$ cat src/rtl/core/tcf_pkg.sv
// shared constants, tables and types of the tilt filter
`timescale 1ns / 1ps
package tcf_pkg;
   localparam int CordicIterations = 16;
   localparam int IterW = $clog2(CordicIterations + 1);
   localparam int Deg180 = 11796480;
   localparam int Deg360 = 23592960;
   localparam int GainOne = 65536;
   localparam logic [0:0] CSR_BLEND_GAIN = 1'b0;
   localparam logic [0:0] CSR_STEP_TIME = 1'b1;

   function automatic logic signed [25:0] atan_entry(input logic [4:0] i);
      logic signed [25:0] v;
      case (i)
         5'd0: v = 26'sd2949120;  5'd1: v = 26'sd1740967;
         5'd2: v = 26'sd919879;   5'd3: v = 26'sd466945;
         5'd4: v = 26'sd234379;   5'd5: v = 26'sd117305;
         5'd6: v = 26'sd58666;    5'd7: v = 26'sd29335;
         5'd8: v = 26'sd14668;    5'd9: v = 26'sd7334;
         5'd10: v = 26'sd3667;    5'd11: v = 26'sd1833;
         5'd12: v = 26'sd917;     5'd13: v = 26'sd458;
         5'd14: v = 26'sd229;     5'd15: v = 26'sd115;
         5'd16: v = 26'sd57;      5'd17: v = 26'sd29;
         5'd18: v = 26'sd14;      5'd19: v = 26'sd7;
         5'd20: v = 26'sd4;       5'd21: v = 26'sd2;
         5'd22: v = 26'sd1;
         default: v = 26'sd0;
      endcase
      return v;
   endfunction

   typedef struct packed {
      logic load;      // capture sample, init cordic
      logic iterate;   // one cordic step on both vectors
      logic fin_angle; // final offset and clamp, gyro prediction
      logic blend_a;   // gain products, roll
      logic blend_b;   // gain products, pitch
      logic commit;    // round, saturate, update state and output
   } cmd_type;

   typedef struct packed {
      logic iter_done;
   } status_type;
endpackage

$ cat src/rtl/core/tcf_control.sv
// sequencer of the tilt filter
`timescale 1ns / 1ps
module tcf_control (
   input  logic clock,
   input  logic reset,
   input  logic req_valid,
   output logic req_stall,
   output logic rsp_valid,
   input  logic rsp_stall,
   input  tcf_pkg::status_type status,
   output tcf_pkg::cmd_type cmd,
   output logic busy
);
   import tcf_pkg::*;
   typedef enum logic [5:0] {
      S_IDLE = 6'b000001, S_ITER = 6'b000010, S_FIN = 6'b000100,
      S_BLA = 6'b001000, S_BLB = 6'b010000, S_DONE = 6'b100000
   } state_type;
   state_type state_ff, state_in;
   logic rsp_valid_ff, rsp_valid_in;

   // a new sample may enter while the last result still waits
   assign req_stall = state_ff != S_IDLE;
   assign rsp_valid = rsp_valid_ff;
   assign busy = state_ff != S_IDLE;

   always_comb begin
      state_in = state_ff;
      cmd = '0;
      rsp_valid_in = rsp_valid_ff && rsp_stall;
      unique case (state_ff)
         S_IDLE: begin
            if (req_valid && !req_stall) begin
               cmd.load = 1'b1;
               state_in = S_ITER;
            end
         end
         S_ITER: begin
            cmd.iterate = 1'b1;
            if (status.iter_done) state_in = S_FIN;
         end
         S_FIN: begin
            cmd.fin_angle = 1'b1;
            state_in = S_BLA;
         end
         S_BLA: begin
            cmd.blend_a = 1'b1;
            state_in = S_BLB;
         end
         S_BLB: begin
            cmd.blend_b = 1'b1;
            state_in = S_DONE;
         end
         S_DONE: begin
            if (!(rsp_valid_ff && rsp_stall)) begin
               cmd.commit = 1'b1;
               rsp_valid_in = 1'b1;
               state_in = S_IDLE;
            end
         end
         default: state_in = S_IDLE;
      endcase
   end

   always_ff @(posedge clock) begin
      if (reset) begin
         state_ff <= S_IDLE;
         rsp_valid_ff <= 1'b0;
      end else begin
         state_ff <= state_in;
         rsp_valid_ff <= rsp_valid_in;
      end
   end
endmodule

$ cat config.mk
export PLATFORM = sky130hd
export DESIGN_NAME = tcf_control
export DESIGN_NICKNAME = d
export VERILOG_FILES = /design/src/rtl/core/tcf_pkg.sv /design/src/rtl/core/tcf_control.sv
export SDC_FILE = /design/constraint.sdc
export NUM_CORES = 1
export LEC_CHECK = 0
export ABC_AREA = 1
export BUFFER_PORTS_ARGS = -buffer_cell sky130_fd_sc_hd__buf_4
export CORE_AREA = 2 2 39 41
export CTS_CLUSTER_DIAMETER = 100
export DETAILED_ROUTE_END_ITERATION = 7
export DIE_AREA = 0 0 41 43
export GPL_TIMING_DRIVEN = 0
export SLEW_MARGIN = 0
export SYNTH_ARGS = -nofsm -noshare
export SYNTH_HDL_FRONTEND = slang
export SYNTH_SLANG_ARGS = --single-unit
export TNS_END_PERCENT = 20
$ cat constraint.sdc
create_clock -name clock -period 1.5 [get_ports clock]
set_input_delay 0.15 -clock clock [delete_from_list [all_inputs] [get_ports clock]]
set_output_delay 0.15 -clock clock [all_outputs]
set_load 0.05 [all_outputs]
Word-level counts from Yosys, hierarchy flattened
Cells that the tools add are included.
Widths: inputs -> output; s select.
- bits in writable memories: 0
- word-level logic and storage cells: 29
- input bits: 5
- bits in read-only memories: 0
- memories kept: 0
- bits in registers: 7
- output and inout bits: 9
- bits in latches: 0
- add/sub/neg operators: 0
- div/mod/pow operators: 0
- equality and inequality tests: 10
- bitwise logic cells: 0
- mux-type cells: 13
- reduce and logical (&&, ||, !) cells: 4
- $mul: 0
- $lt $le $gt $ge: 0
- shifts and indexed selects: 0
- operator list (kind ; number):
    $pmux 6 s6 ; 1
    $mux 6 ; 3
    $mux 1 ; 9
    $eq 6x1->1 const B ; 1
    $eq 6x2->1 const B ; 1
    $eq 6x3->1 const B ; 1
    $eq 6x4->1 const B ; 1
    $eq 6x5->1 const B ; 1
    $eq 6x6->1 const B ; 1
    $ne 2x2->1 const B ; 3
    $ne 6x1->1 const B ; 1
    $reduce_and 3->1 ; 1
    $logic_and 1x1->1 ; 2
    $logic_not 1->1 ; 1

Logic depth before layout (Yosys ltp)
Gate-level depths: netlist of run 1.
- word-level depth: 5
- mapped depth: 7
- gate-level depth less buffers: 7

Worst setup path before layout of run 1
Ideal clock, no wire load.
- kind: flip-flop to output port
- start: reg state_ff[2]
- end: out cmd[5] (netlist bit)
- setup slack: -0.239 ns
- buffers on the path: 0
- data required time: 1.350 ns
- data arrival time: 1.589 ns
- cell stages (with the launch flop): 4
- cells stage by stage: dfxtp_1 -> nor2_4 -> nand3_2 -> nor2_1
- RTL lines (item ; line ; source):
    start: declaration ; tcf_control.sv:19 ; state_type state_ff, state_in;
    start signal: assignment ; tcf_control.sv:70 ; state_ff <= state_in;
    end: declaration ; tcf_control.sv:11 ; output tcf_pkg::cmd_type cmd,

==> results of run 1 <==
-- state kept, by name, indices dropped and copies added, names as in the netlist --
signal	cells
rsp_valid	1
state_ff	6
-- cells by family (layout without fill, tap and decap cells) --
group / after synthesis / after routing / synth area share
AND/OR/NAND/NOR: 32 / 32 / 0.4060
flip-flops: 7 / 7 / 0.3394
AO/OA/AOI/OAI: 4 / 4 / 0.08181
buffers and inverters: 18 / 38 / 0.1727
-- layout by cell type, fill, tap and decap left out, types with 2 or more instances in the layout --
cell type  instances
nor2_4             3
nand3_1            5
nor2_2             3
a21oi_1            2
nor2_1             9
nand4_1            3
buf_4             16
dfxtp_1            7
inv_1             16
nand2_1            6
clkbuf_4           3
-- power breakdown --
| part | internal (µW) | switching [µW] | leakage (µW) |
|---|---|---|---|
| logic | 124 | 217 | 0.000285 |
| registers | 201 | 13.9 | 0.0000569 |
| clock network | 101 | 67.5 | 0.0000150 |
-- stage by stage --
stage / total power (µW) / worst slack (ps)
floorplan: 451.0 / 25.74
global placement: 525.7 / 290.4
detailed placement: 528.4 / 286.8
CTS: 701.9 / 3.082
global route: 771.1 / -4.814
finish: 725.1 / 74.19
-- final timing paths --
path / from / endpoint / slack [ps] / cells past startpoint
hold / removal: reset / state_ff[5] / 110 / 2
setup / recovery: state_ff[3] / cmd[0] / 70 / 5
hold reg to reg: rsp_valid / rsp_valid / 490 / 2
setup reg to reg: state_ff[3] / state_ff[0] / 300 / 6
-- timing repair --
action                                  in CTS  in global routing
hold endpoints to repair                     0                  0
endpoints found under the setup margin       0                  2
gates resized for setup                      0                  2
buffers inserted                             0                  3
-- cell type report --
| type | count | share of cell area |
|---|---|---|
| Buffer | 1 | 0.01232 |
| Clock buffer | 4 | 0.04312 |
| Inverter | 17 | 0.1047 |
| Multi-Input combinational cell | 36 | 0.3593 |
| Sequential cell | 7 | 0.2300 |
| Tap cell | 16 | 0.03285 |
| Timing Repair Buffer | 16 | 0.2177 |
-- layer usage --
layer	track usage	wire, µm
met1	0.1603	393
met2	0.1656	366
met3	0.03141	59
met4	0.1200	38
met5	0	0
==> summary.txt, run 1 <==
CLOCK TREE
--------------------------------------------------------------------------------------------------
Worst skew pair latency                                                                     250 ps
Clock Tree Root                                                                           clkbuf_4
CTS tree                                                                                      done
Deepest level of the CTS H-tree                                                                  1
Number of clock sinks                                                                            7
Hold buffer count at CTS                                                                         0
Clock transition time at the flip-flop clock pins of the worst setup and hold paths          50 ps
Clock buffer depth                                                                               2
Total CTS buffers                                                                                3

GLOBAL ROUTING
--------------------------------------------------------------------------------------------------
Via count of the first global-routing pass                                                     352
Antenna violations before repair                                                                 0
Wire length of the first global-routing pass                                               1462 µm
Maximum number of pins on one net before global-route repair                                     8
Global router's overall resource usage                                                      0.1274
Remaining global-route overflow                                                                  0

PLACE
--------------------------------------------------------------------------------------------------
Final HPWL DP                                                                             659.2 µm
PortBufs                                                                                        13
Post-Place Cell Area                                                                     538.0 µm²
Routability-driven placement congestion ratio                                               0.8025
Number of cells in the design after placement                                                   90

FLOORPLANNING
--------------------------------------------------------------------------------------------------
Area of the core                                                                          1384 µm²
Initial standard-cell utilization of the core                                               0.2984
Number of I/O pins                                                                              14
Die outline height                                                                           43 µm
Horizontal die dimension                                                                     41 µm
Rows                                                                                            14
Die ar.                                                                                   1763 µm²

SYNTH
--------------------------------------------------------------------------------------------------
Most frequently used cell type in the post-synthesis netlist                                 inv_1
Area share of the largest cell type after synthesis                                         0.3394
Number of distinct standard cells referenced by the synthesized netlist                         15
Main flop type after synthesis                                                             dfxtp_1
Post-Syn Instances                                                                              61
Synth top area cells                                                                  dfxtp_1 34%, inv_1 15%, nor2_1 10%, nand3_1 6.1%, nand2_1 5.5%
Post-synth EDFFs                                                                                 0
FFs w/ async S/R, synth                                                                          0
Post-synthesis sequential area ratio                                                        0.3394
Post-Synthesis Mean Instance Area                                                        6.769 µm²
Cell area after synthesis                                                                412.9 µm²
Net Count, Synth                                                                                66
Warning count from the yosys run                                                                 0
Seq cells post-synth                                                                             7
Cell taking the most area after synthesis                                                  dfxtp_1
Top cell types by occurrence after synthesis                                          16 x inv_1, 11 x nor2_1, 7 x dfxtp_1

JOB
--------------------------------------------------------------------------------------------------
Number of max-cap violations                                                                     0

TIMING
--------------------------------------------------------------------------------------------------
Slew at the pin closest to its max-slew limit                                             213.4 ps
Final min period                                                                           1426 ps
Relative slew margins                                                                       0.8574
Max frequency                                                                            701.4 MHz
Final setup viols                                                                                0
Max-slew violation total from the final report                                                   0
Worst setup skew after layout                                                             2.147 ps
Post-Route Setup TNS                                                                          0 ps
Worst slack on hold paths                                                                 111.6 ps
Setup repair after global routing missed its margin                                            yes
Final hold violation count                                                                       0
Share of the clock period used by the worst path after layout                               0.9505

SETUP PATH
--------------------------------------------------------------------------------------------------
Type of the worst setup path                                                          register to output port
Largest delay contributor family on the critical path                                 simple AND/OR/NAND/NOR gates
Max FO, Critical Path                                                                            6
Critical path data required time                                                           1350 ps
Critical path data arrival time                                                            1280 ps
Buf/Inv on CP                                                                                    2
Crit path largest cell delay                                                                340 ps
Slowest library cell on the worst path                                                     dfxtp_1
Critical-path cell list                                                               nor2_4 > buf_12 > nand3_1 > nor2_1 > buf_4
Worst Setup End Kind                                                                   output port
Startpoint types                                                                          register

LAYOUT
--------------------------------------------------------------------------------------------------
Design area                                                                              609.3 µm²
Sequential cell area                                                                     140.1 µm²
Area occupied by multi-input gates                                                       219.0 µm²
Fraction of the core area covered by cells at the end of the flow                           0.4403
Layout overhead on the synthesized area                                                     47.58%
Ant diodes                                                                                       0
Fraction of layout cells with a size suffix above 1                                         0.3827
Filler instances                                                                               149
Total Nets Final                                                                                87
Non-filler instance count after layout                                                          97

HOLD PATH
--------------------------------------------------------------------------------------------------
Path type of the worst min-delay path                                                 input pin to register

POWER
--------------------------------------------------------------------------------------------------
Power density normalized to cell area                                                  1190 nW/µm²
Maximum vdd ir drop                                                                      0.7519 mV
Pleak                                                                                 0.0003570 µW

OUTCOME
--------------------------------------------------------------------------------------------------
Outcome                                                                               finished clean

DETAILED ROUTING
--------------------------------------------------------------------------------------------------
TritonRoute pass-1 iters                                                                         4
WL/cell                                                                                   8.835 µm
Iteration-0 DRC Markers                                                                          3
Via/cell ratio                                                                               4.247
Aggregate routed wire length                                                                857 µm
Residual DRC count                                                                               0
Post-detailed-route count of antenna-violating nets                                              0
Via count of the routed design                                                                 412

(Power assumes the default switching activity.)
==> run 2, diff against run 1 <==
Settings changed: BUFFER_PORTS_ARGS -buffer_cell sky130_fd_sc_hd__buf_4 to -buffer_cell sky130_fd_sc_hd__buf_2.
==> summary.txt, run 2 (synthesized netlist as in run 1, its figures left out) <==
LAYOUT
--------------------------------------------------------------------------------------------------
Register with the most flip-flops                                                         state_ff   unchanged
Layout overhead on the synthesized area                                                     38.18%   was 47.58%
Leading cell type in the layout, fill and taps excluded                                      inv_1
Fraction of the core area covered by cells at the end of the flow                           0.4123   was 0.4403
Commonest cells after routing, fill and taps aside                                    16 x inv_1, 9 x nor2_1, 8 x clkbuf_4, 7 x buf_2   was 16 x inv_1, 16 x buf_4, 9 x nor2_1, 7 x dfxtp_1, 6 x nand2_1
Filler instances                                                                               160   was 149
Total Nets Final                                                                                85   was 87
Ant diodes                                                                                       0   unchanged
Design area                                                                              570.5 µm²   was 609.3 µm²
Fraction of layout cells with a size suffix above 1                                         0.3797   was 0.3827
Flip-flop count of the largest register, all copies and words added                              6   unchanged

SETUP PATH
--------------------------------------------------------------------------------------------------
Critical path data arrival time                                                            1290 ps   was 1280 ps
Type of the worst setup path                                                          register to output port   unchanged
Max FO, Critical Path                                                                            7   was 6
Critical path data required time                                                           1350 ps   about the same
Crit path largest cell delay                                                                340 ps   about the same
Slowest library cell on the worst path                                                     dfxtp_1   unchanged
Critical-path cell list                                                               nor2_4 > nand3_4 > buf_4 > buf_4   was nor2_4 > buf_12 > nand3_1 > nor2_1 > buf_4
Worst Setup End Kind                                                                   output port   unchanged
Startpoint types                                                                          register   unchanged
Most repeated library cell on the critical path                                              buf_4

GLOBAL ROUTING
--------------------------------------------------------------------------------------------------
Wire length of the first global-routing pass                                               1469 µm   was 1462 µm
Remaining global-route overflow                                                                  0   unchanged
Via count of the first global-routing pass                                                     356   was 352
Antenna violations before repair                                                                 0   unchanged
Maximum number of pins on one net before global-route repair                                     8   unchanged
Global router's overall resource usage                                                      0.1285   was 0.1274

POWER
--------------------------------------------------------------------------------------------------
Sw Pwr                                                                                    303.5 µW   was 298.8 µW
Pleak                                                                                 0.0003374 µW   was 0.0003570 µW
Sw Share                                                                                    0.4212   was 0.4121
Internal Pwr Total                                                                        417.1 µW   was 426.3 µW
Sequential cell fraction of total power                                                      0.304   was 0.297
Power density normalized to cell area                                                  1263 nW/µm²   was 1190 nW/µm²
Power consumption                                                                         720.7 µW   was 725.1 µW
Combinational fraction of design power                                                       0.465   was 0.470
Maximum vdd ir drop                                                                      0.5794 mV   was 0.7519 mV
Power share of the clock group                                                               0.231   was 0.233

HOLD PATH
--------------------------------------------------------------------------------------------------
Path type of the worst min-delay path                                                 input pin to register   unchanged

FLOORPLANNING
--------------------------------------------------------------------------------------------------
Rows                                                                                            14   unchanged
Die ar.                                                                                   1763 µm²   unchanged
Horizontal die dimension                                                                     41 µm   unchanged
Die outline height                                                                           43 µm   unchanged
Initial standard-cell utilization of the core                                               0.2984   unchanged
Area of the core                                                                          1384 µm²   unchanged
Number of I/O pins                                                                              14   unchanged

DETAILED ROUTING
--------------------------------------------------------------------------------------------------
Residual DRC count                                                                               0   unchanged
WL/cell                                                                                   9.684 µm   was 8.835 µm
Via/cell ratio                                                                               4.474   was 4.247
Aggregate routed wire length                                                                920 µm   was 857 µm
Iteration-0 DRC Markers                                                                          5   was 3
Via count of the routed design                                                                 425   was 412
TritonRoute pass-1 iters                                                                         4   unchanged
Post-detailed-route count of antenna-violating nets                                              0   unchanged

CLOCK TREE
--------------------------------------------------------------------------------------------------
Clock Tree Root                                                                           clkbuf_4   unchanged
Total CTS buffers                                                                                3   unchanged
CTS tree                                                                                      done   unchanged
Worst skew pair latency                                                                     250 ps   about the same
Clock transition time at the flip-flop clock pins of the worst setup and hold paths          50 ps   about the same
Clock buffer depth                                                                               2   unchanged
Number of clock sinks                                                                            7   unchanged
Deepest level of the CTS H-tree                                                                  1   unchanged
Hold buffer count at CTS                                                                         0   unchanged

JOB
--------------------------------------------------------------------------------------------------
Number of max-cap violations                                                                     0   unchanged

TIMING
--------------------------------------------------------------------------------------------------
Final min period                                                                           1438 ps   was 1426 ps
Worst setup skew after layout                                                            0.8444 ps   was 2.147 ps
Share of the clock period used by the worst path after layout                               0.9586   was 0.9505
Slew at the pin closest to its max-slew limit                                             247.1 ps   was 213.4 ps
Relative slew margins                                                                       0.8364   was 0.8574
Max-slew violation total from the final report                                                   0   unchanged
Setup repair after global routing missed its margin                                            yes   unchanged
Max frequency                                                                            695.5 MHz   was 701.4 MHz
Final hold violation count                                                                       0   unchanged
Final setup viols                                                                                0   unchanged

PLACE
--------------------------------------------------------------------------------------------------
Routability-driven placement congestion ratio                                               0.7537   was 0.8025
PortBufs                                                                                        13   unchanged
Post-Place Cell Area                                                                     505.5 µm²   was 538.0 µm²
Final HPWL DP                                                                             689.1 µm   was 659.2 µm

OUTCOME
--------------------------------------------------------------------------------------------------
Outcome                                                                               finished clean   unchanged

==> run 2: cell count changes in the layout (fill, tap and decap cells not counted) <==
cell / delta
nor2_2: -1
nor2_4: +1
dfxtp_2: +1
clkbuf_4: +5
buf_12: -1
dfxtp_1: -1
buf_4: -13
buf_2: +7
==> run 2: path summary, 6_finish.rpt <==
kind / end / cells past startpoint / start / slack (ps)
setup / recovery: req_stall / 4 / state_ff[3] / 60
setup reg to reg: state_ff[1] / 6 / state_ff[3] / 390
hold / removal: state_ff[5] / 2 / reset / 150
hold reg to reg: rsp_valid / 2 / rsp_valid / 500
==> run 2: layout make-up <==
type	instances	area, µm²	area share
timing repair buffer	14	87.58	0.1535
inverter	17	63.81	0.1118
sequential	7	141.4	0.2478
multi-input combinational	36	224.0	0.3925
clock buffer	4	26.28	0.04605
tap	16	20.02	0.03509
buffer	1	7.507	0.01316
==> run 2: layer usage <==
layer	wire length, µm	global-route usage	vias to the layer above
li1	-	-	223
met1	384	0.1415	186
met2	476	0.1969	14
met3	39	0.03141	2
met4	20	0.1000	0
met5	0	0	-
==> run 2: stage by stage <==
| step | setup TNS, ps | instances | setup WS (ps) | hold slack (ps) |
|---|---|---|---|---|
| floorplan | 0 | 61 | 25.74 | 219.1 |
| global placement | 0 | 90 | 275.7 | 406.5 |
| detailed placement | 0 | 90 | 264.8 | 409.4 |
| CTS | 0 | 94 | 33.53 | 144.1 |
| global route | -14.92 | 95 | -14.92 | 162.8 |
| finish | 0 | 95 | 62.12 | 152.5 |
==> run 2: what timing repair did <==
| item | in CTS | in global routing |
|---|---|---|
| setup endpoints to repair | 2 | 7 |
| pin swaps | 0 | 2 |
| setup buffers | 0 | 1 |
| gates resized for setup | 2 | 8 |
==> run 2: power groups by stage <==
stage	Combinational, µW	Sequential [µW]	Clock (µW)
finish	335	219	166
global placement	285	217	0
global route	363	221	187
detailed placement	289	218	0
floorplan	235	216	0
CTS	302	215	176
==> run 2: worst max-delay path: cells and delay by family, from the launching register on <==
kind                   cells  cell delay, ps
AND/OR/NAND/NOR            2             370
buffers and inverters      2             340
flip-flops                 1             340
==> run 3, diff against run 2 <==
Settings changed: SETUP_SLACK_MARGIN set to 0.3.
==> summary.txt, run 3 (synthesized netlist as in run 1, its figures left out) <==
OUTCOME
--------------------------------------------------------------------------------------------------
Outcome                                                                               finished clean   unchanged

TIMING
--------------------------------------------------------------------------------------------------
Share of the clock period used by the worst path after layout                               0.9545   was 0.9586
Worst setup skew after layout                                                             5.336 ps   was 0.8444 ps
Setup repair after global routing missed its margin                                            yes   unchanged
Final setup viols                                                                                0   unchanged
Post-Route Setup TNS                                                                          0 ps   unchanged
Max-slew violation total from the final report                                                   0   unchanged
Final worst-path setup slack                                                              68.27 ps   was 62.12 ps
Max frequency                                                                            698.5 MHz   was 695.5 MHz
Slew at the pin closest to its max-slew limit                                             293.6 ps   was 247.1 ps
Relative slew margins                                                                       0.8038   was 0.8364
Final hold violation count                                                                       0   unchanged
Final min period                                                                           1432 ps   was 1438 ps

HOLD PATH
--------------------------------------------------------------------------------------------------
Hold Crit Depth                                                                                  2   unchanged
Min-Delay Startpoint                                                                         reset   unchanged
Path type of the worst min-delay path                                                 input pin to register   unchanged
Hold Crit Endpoint                                                                     state_ff[4]   was state_ff[5]

FLOORPLANNING
--------------------------------------------------------------------------------------------------
Number of I/O pins                                                                              14   unchanged
Die outline height                                                                           43 µm   unchanged
Rows                                                                                            14   unchanged
Initial standard-cell utilization of the core                                               0.2984   unchanged
Horizontal die dimension                                                                     41 µm   unchanged
Area of the core                                                                          1384 µm²   unchanged
Die ar.                                                                                   1763 µm²   unchanged

SETUP PATH
--------------------------------------------------------------------------------------------------
Critical path data arrival time                                                            1280 ps   was 1290 ps
FF-to-FF Start                                                                         state_ff[0]   was state_ff[3]
Reg2reg end                                                                            state_ff[0]   was state_ff[1]
Critical path data required time                                                           1350 ps   about the same
Max FO, Critical Path                                                                            4   was 7
Register-to-register path setup slack                                                       230 ps   was 390 ps
R2R cell count                                                                                   7   was 6
Worst Setup End Kind                                                                   output port   unchanged
Startpoint types                                                                          register   unchanged
Type of the worst setup path                                                          register to output port   unchanged

POWER
--------------------------------------------------------------------------------------------------
Power share of the clock group                                                               0.217   was 0.231
Combinational fraction of design power                                                       0.504   was 0.465
Sw Pwr                                                                                    340.0 µW   was 303.5 µW
Pleak                                                                                 0.0003775 µW   was 0.0003374 µW
Power density normalized to cell area                                                  1175 nW/µm²   was 1263 nW/µm²
Power consumption                                                                         813.2 µW   was 720.7 µW
Internal Pwr Total                                                                        473.2 µW   was 417.1 µW
Sw Share                                                                                    0.4181   was 0.4212
Sequential cell fraction of total power                                                      0.279   was 0.304
Maximum vdd ir drop                                                                      0.7027 mV   was 0.5794 mV

CLOCK TREE
--------------------------------------------------------------------------------------------------
Worst skew pair latency                                                                     250 ps   about the same
Clock transition time at the flip-flop clock pins of the worst setup and hold paths          60 ps   was 50 ps
Clock Tree Root                                                                           clkbuf_4   unchanged
Clock buffer depth                                                                               2   unchanged
Number of clock sinks                                                                            7   unchanged
Deepest level of the CTS H-tree                                                                  1   unchanged
CTS tree                                                                                      done   unchanged
Total CTS buffers                                                                                3   unchanged

GLOBAL ROUTING
--------------------------------------------------------------------------------------------------
Global router's overall resource usage                                                      0.1266   was 0.1285
Via count of the first global-routing pass                                                     381   was 356
Wire length of the first global-routing pass                                               1483 µm   was 1469 µm
Antenna violations before repair                                                                 0   unchanged
Maximum number of pins on one net before global-route repair                                     8   unchanged
Remaining global-route overflow                                                                  0   unchanged

DETAILED ROUTING
--------------------------------------------------------------------------------------------------
TritonRoute pass-1 iters                                                                         4   unchanged
Iteration-0 DRC Markers                                                                         11   was 5
Residual DRC count                                                                               0   unchanged
Aggregate routed wire length                                                               1052 µm   was 920 µm
WL/cell                                                                                   10.42 µm   was 9.684 µm
Via count of the routed design                                                                 442   was 425
Via/cell ratio                                                                               4.376   was 4.474
Post-detailed-route count of antenna-violating nets                                              0   unchanged

PLACE
--------------------------------------------------------------------------------------------------
Final HPWL DP                                                                             692.7 µm   was 689.1 µm
PortBufs                                                                                        13   unchanged
Routability-driven placement congestion ratio                                               0.7927   was 0.7537
Placement Setup Slack                                                                     278.8 ps   was 264.8 ps
Number of cells in the design after placement                                                   90   unchanged

LAYOUT
--------------------------------------------------------------------------------------------------
Total Nets Final                                                                                91   was 85
Non-filler instance count after layout                                                         101   was 95
Fraction of the core area covered by cells at the end of the flow                           0.5000   was 0.4123
Layout overhead on the synthesized area                                                     67.58%   was 38.18%
Flip-flop count of the largest register, all copies and words added                              6   unchanged
Commonest cells after routing, fill and taps aside                                    16 x inv_1, 9 x buf_4, 7 x nor2_1   was 16 x inv_1, 9 x nor2_1, 8 x clkbuf_4, 7 x buf_2
Fraction of layout cells with a size suffix above 1                                         0.5529   was 0.3797
Ant diodes                                                                                       0   unchanged
Filler instances                                                                               143   was 160
Register with the most flip-flops                                                         state_ff   unchanged
Leading cell type in the layout, fill and taps excluded                                      inv_1   unchanged

JOB
--------------------------------------------------------------------------------------------------
Number of max-cap violations                                                                     0   unchanged

-- run 3: metrics by stage --
stage / hold WS (ps) / instance area [µm²]
floorplan: 211.7 / 434.2
global placement: 404.2 / 519.2
detailed placement: 408.8 / 519.2
CTS: 136.4 / 613.1
global route: 139.7 / 691.9
finish: 147.5 / 691.9
-- run 3: power by group through the flow --
stage	clock network (µW)	registers [µW]	logic, µW
2_1_floorplan	0	217	253
3_3_place_gp	0	219	302
3_5_place_dp	0	219	303
4_1_cts	182	219	350
5_1_grt	195	228	437
6_report	176	227	410
-- run 3: worst max path at each step --
stage / startpoint / endpoint / depth (start not counted)
after global placement: state_ff[2] / cmd[5] / 4
after CTS: state_ff[3] / cmd[4] / 4
after floorplan: state_ff[2] / cmd[5] / 3
after global routing: state_ff[0] / req_stall / 5
final: state_ff[0] / req_stall / 5
after detailed placement: state_ff[2] / cmd[5] / 4
-- run 3: per-layer routing --
layer  share of wire  wire length (µm)  vias up  GRT usage
li1                -                 -      234          -
met1            0.45               478      193     0.1710
met2            0.50               530       15     0.1719
met3           0.041                43        0    0.04712
met4               0                 0        0    0.06000
met5               0                 0        -          0
-- run 3: area by class of cell --
cell class | instances | area, µm² | share of cell area
Multi-Input combinational cell | 36 | 261.5 | 0.3779
Timing Repair Buffer | 20 | 161.4 | 0.2333
Sequential cell | 7 | 147.6 | 0.2134
Inverter | 17 | 63.81 | 0.09222
Clock buffer | 4 | 26.28 | 0.03797
Tap cell | 16 | 20.02 | 0.02893
Buffer | 1 | 11.26 | 0.01627
-- run 3: critical path: stages (launching register included) --
cell and delay (ps):
dfxtp_1 420, inv_1 100, nor2_4 130, nand3_4 100
buf_6 140, buf_8 140
-- run 3: what timing repair did --
item / CTS / global route
setup endpoints to repair: 8 / 11
pin swaps: 3 / 5
setup buffers: 4 / 3
hold buffers: 0 / 0
gates resized for setup: 14 / 14
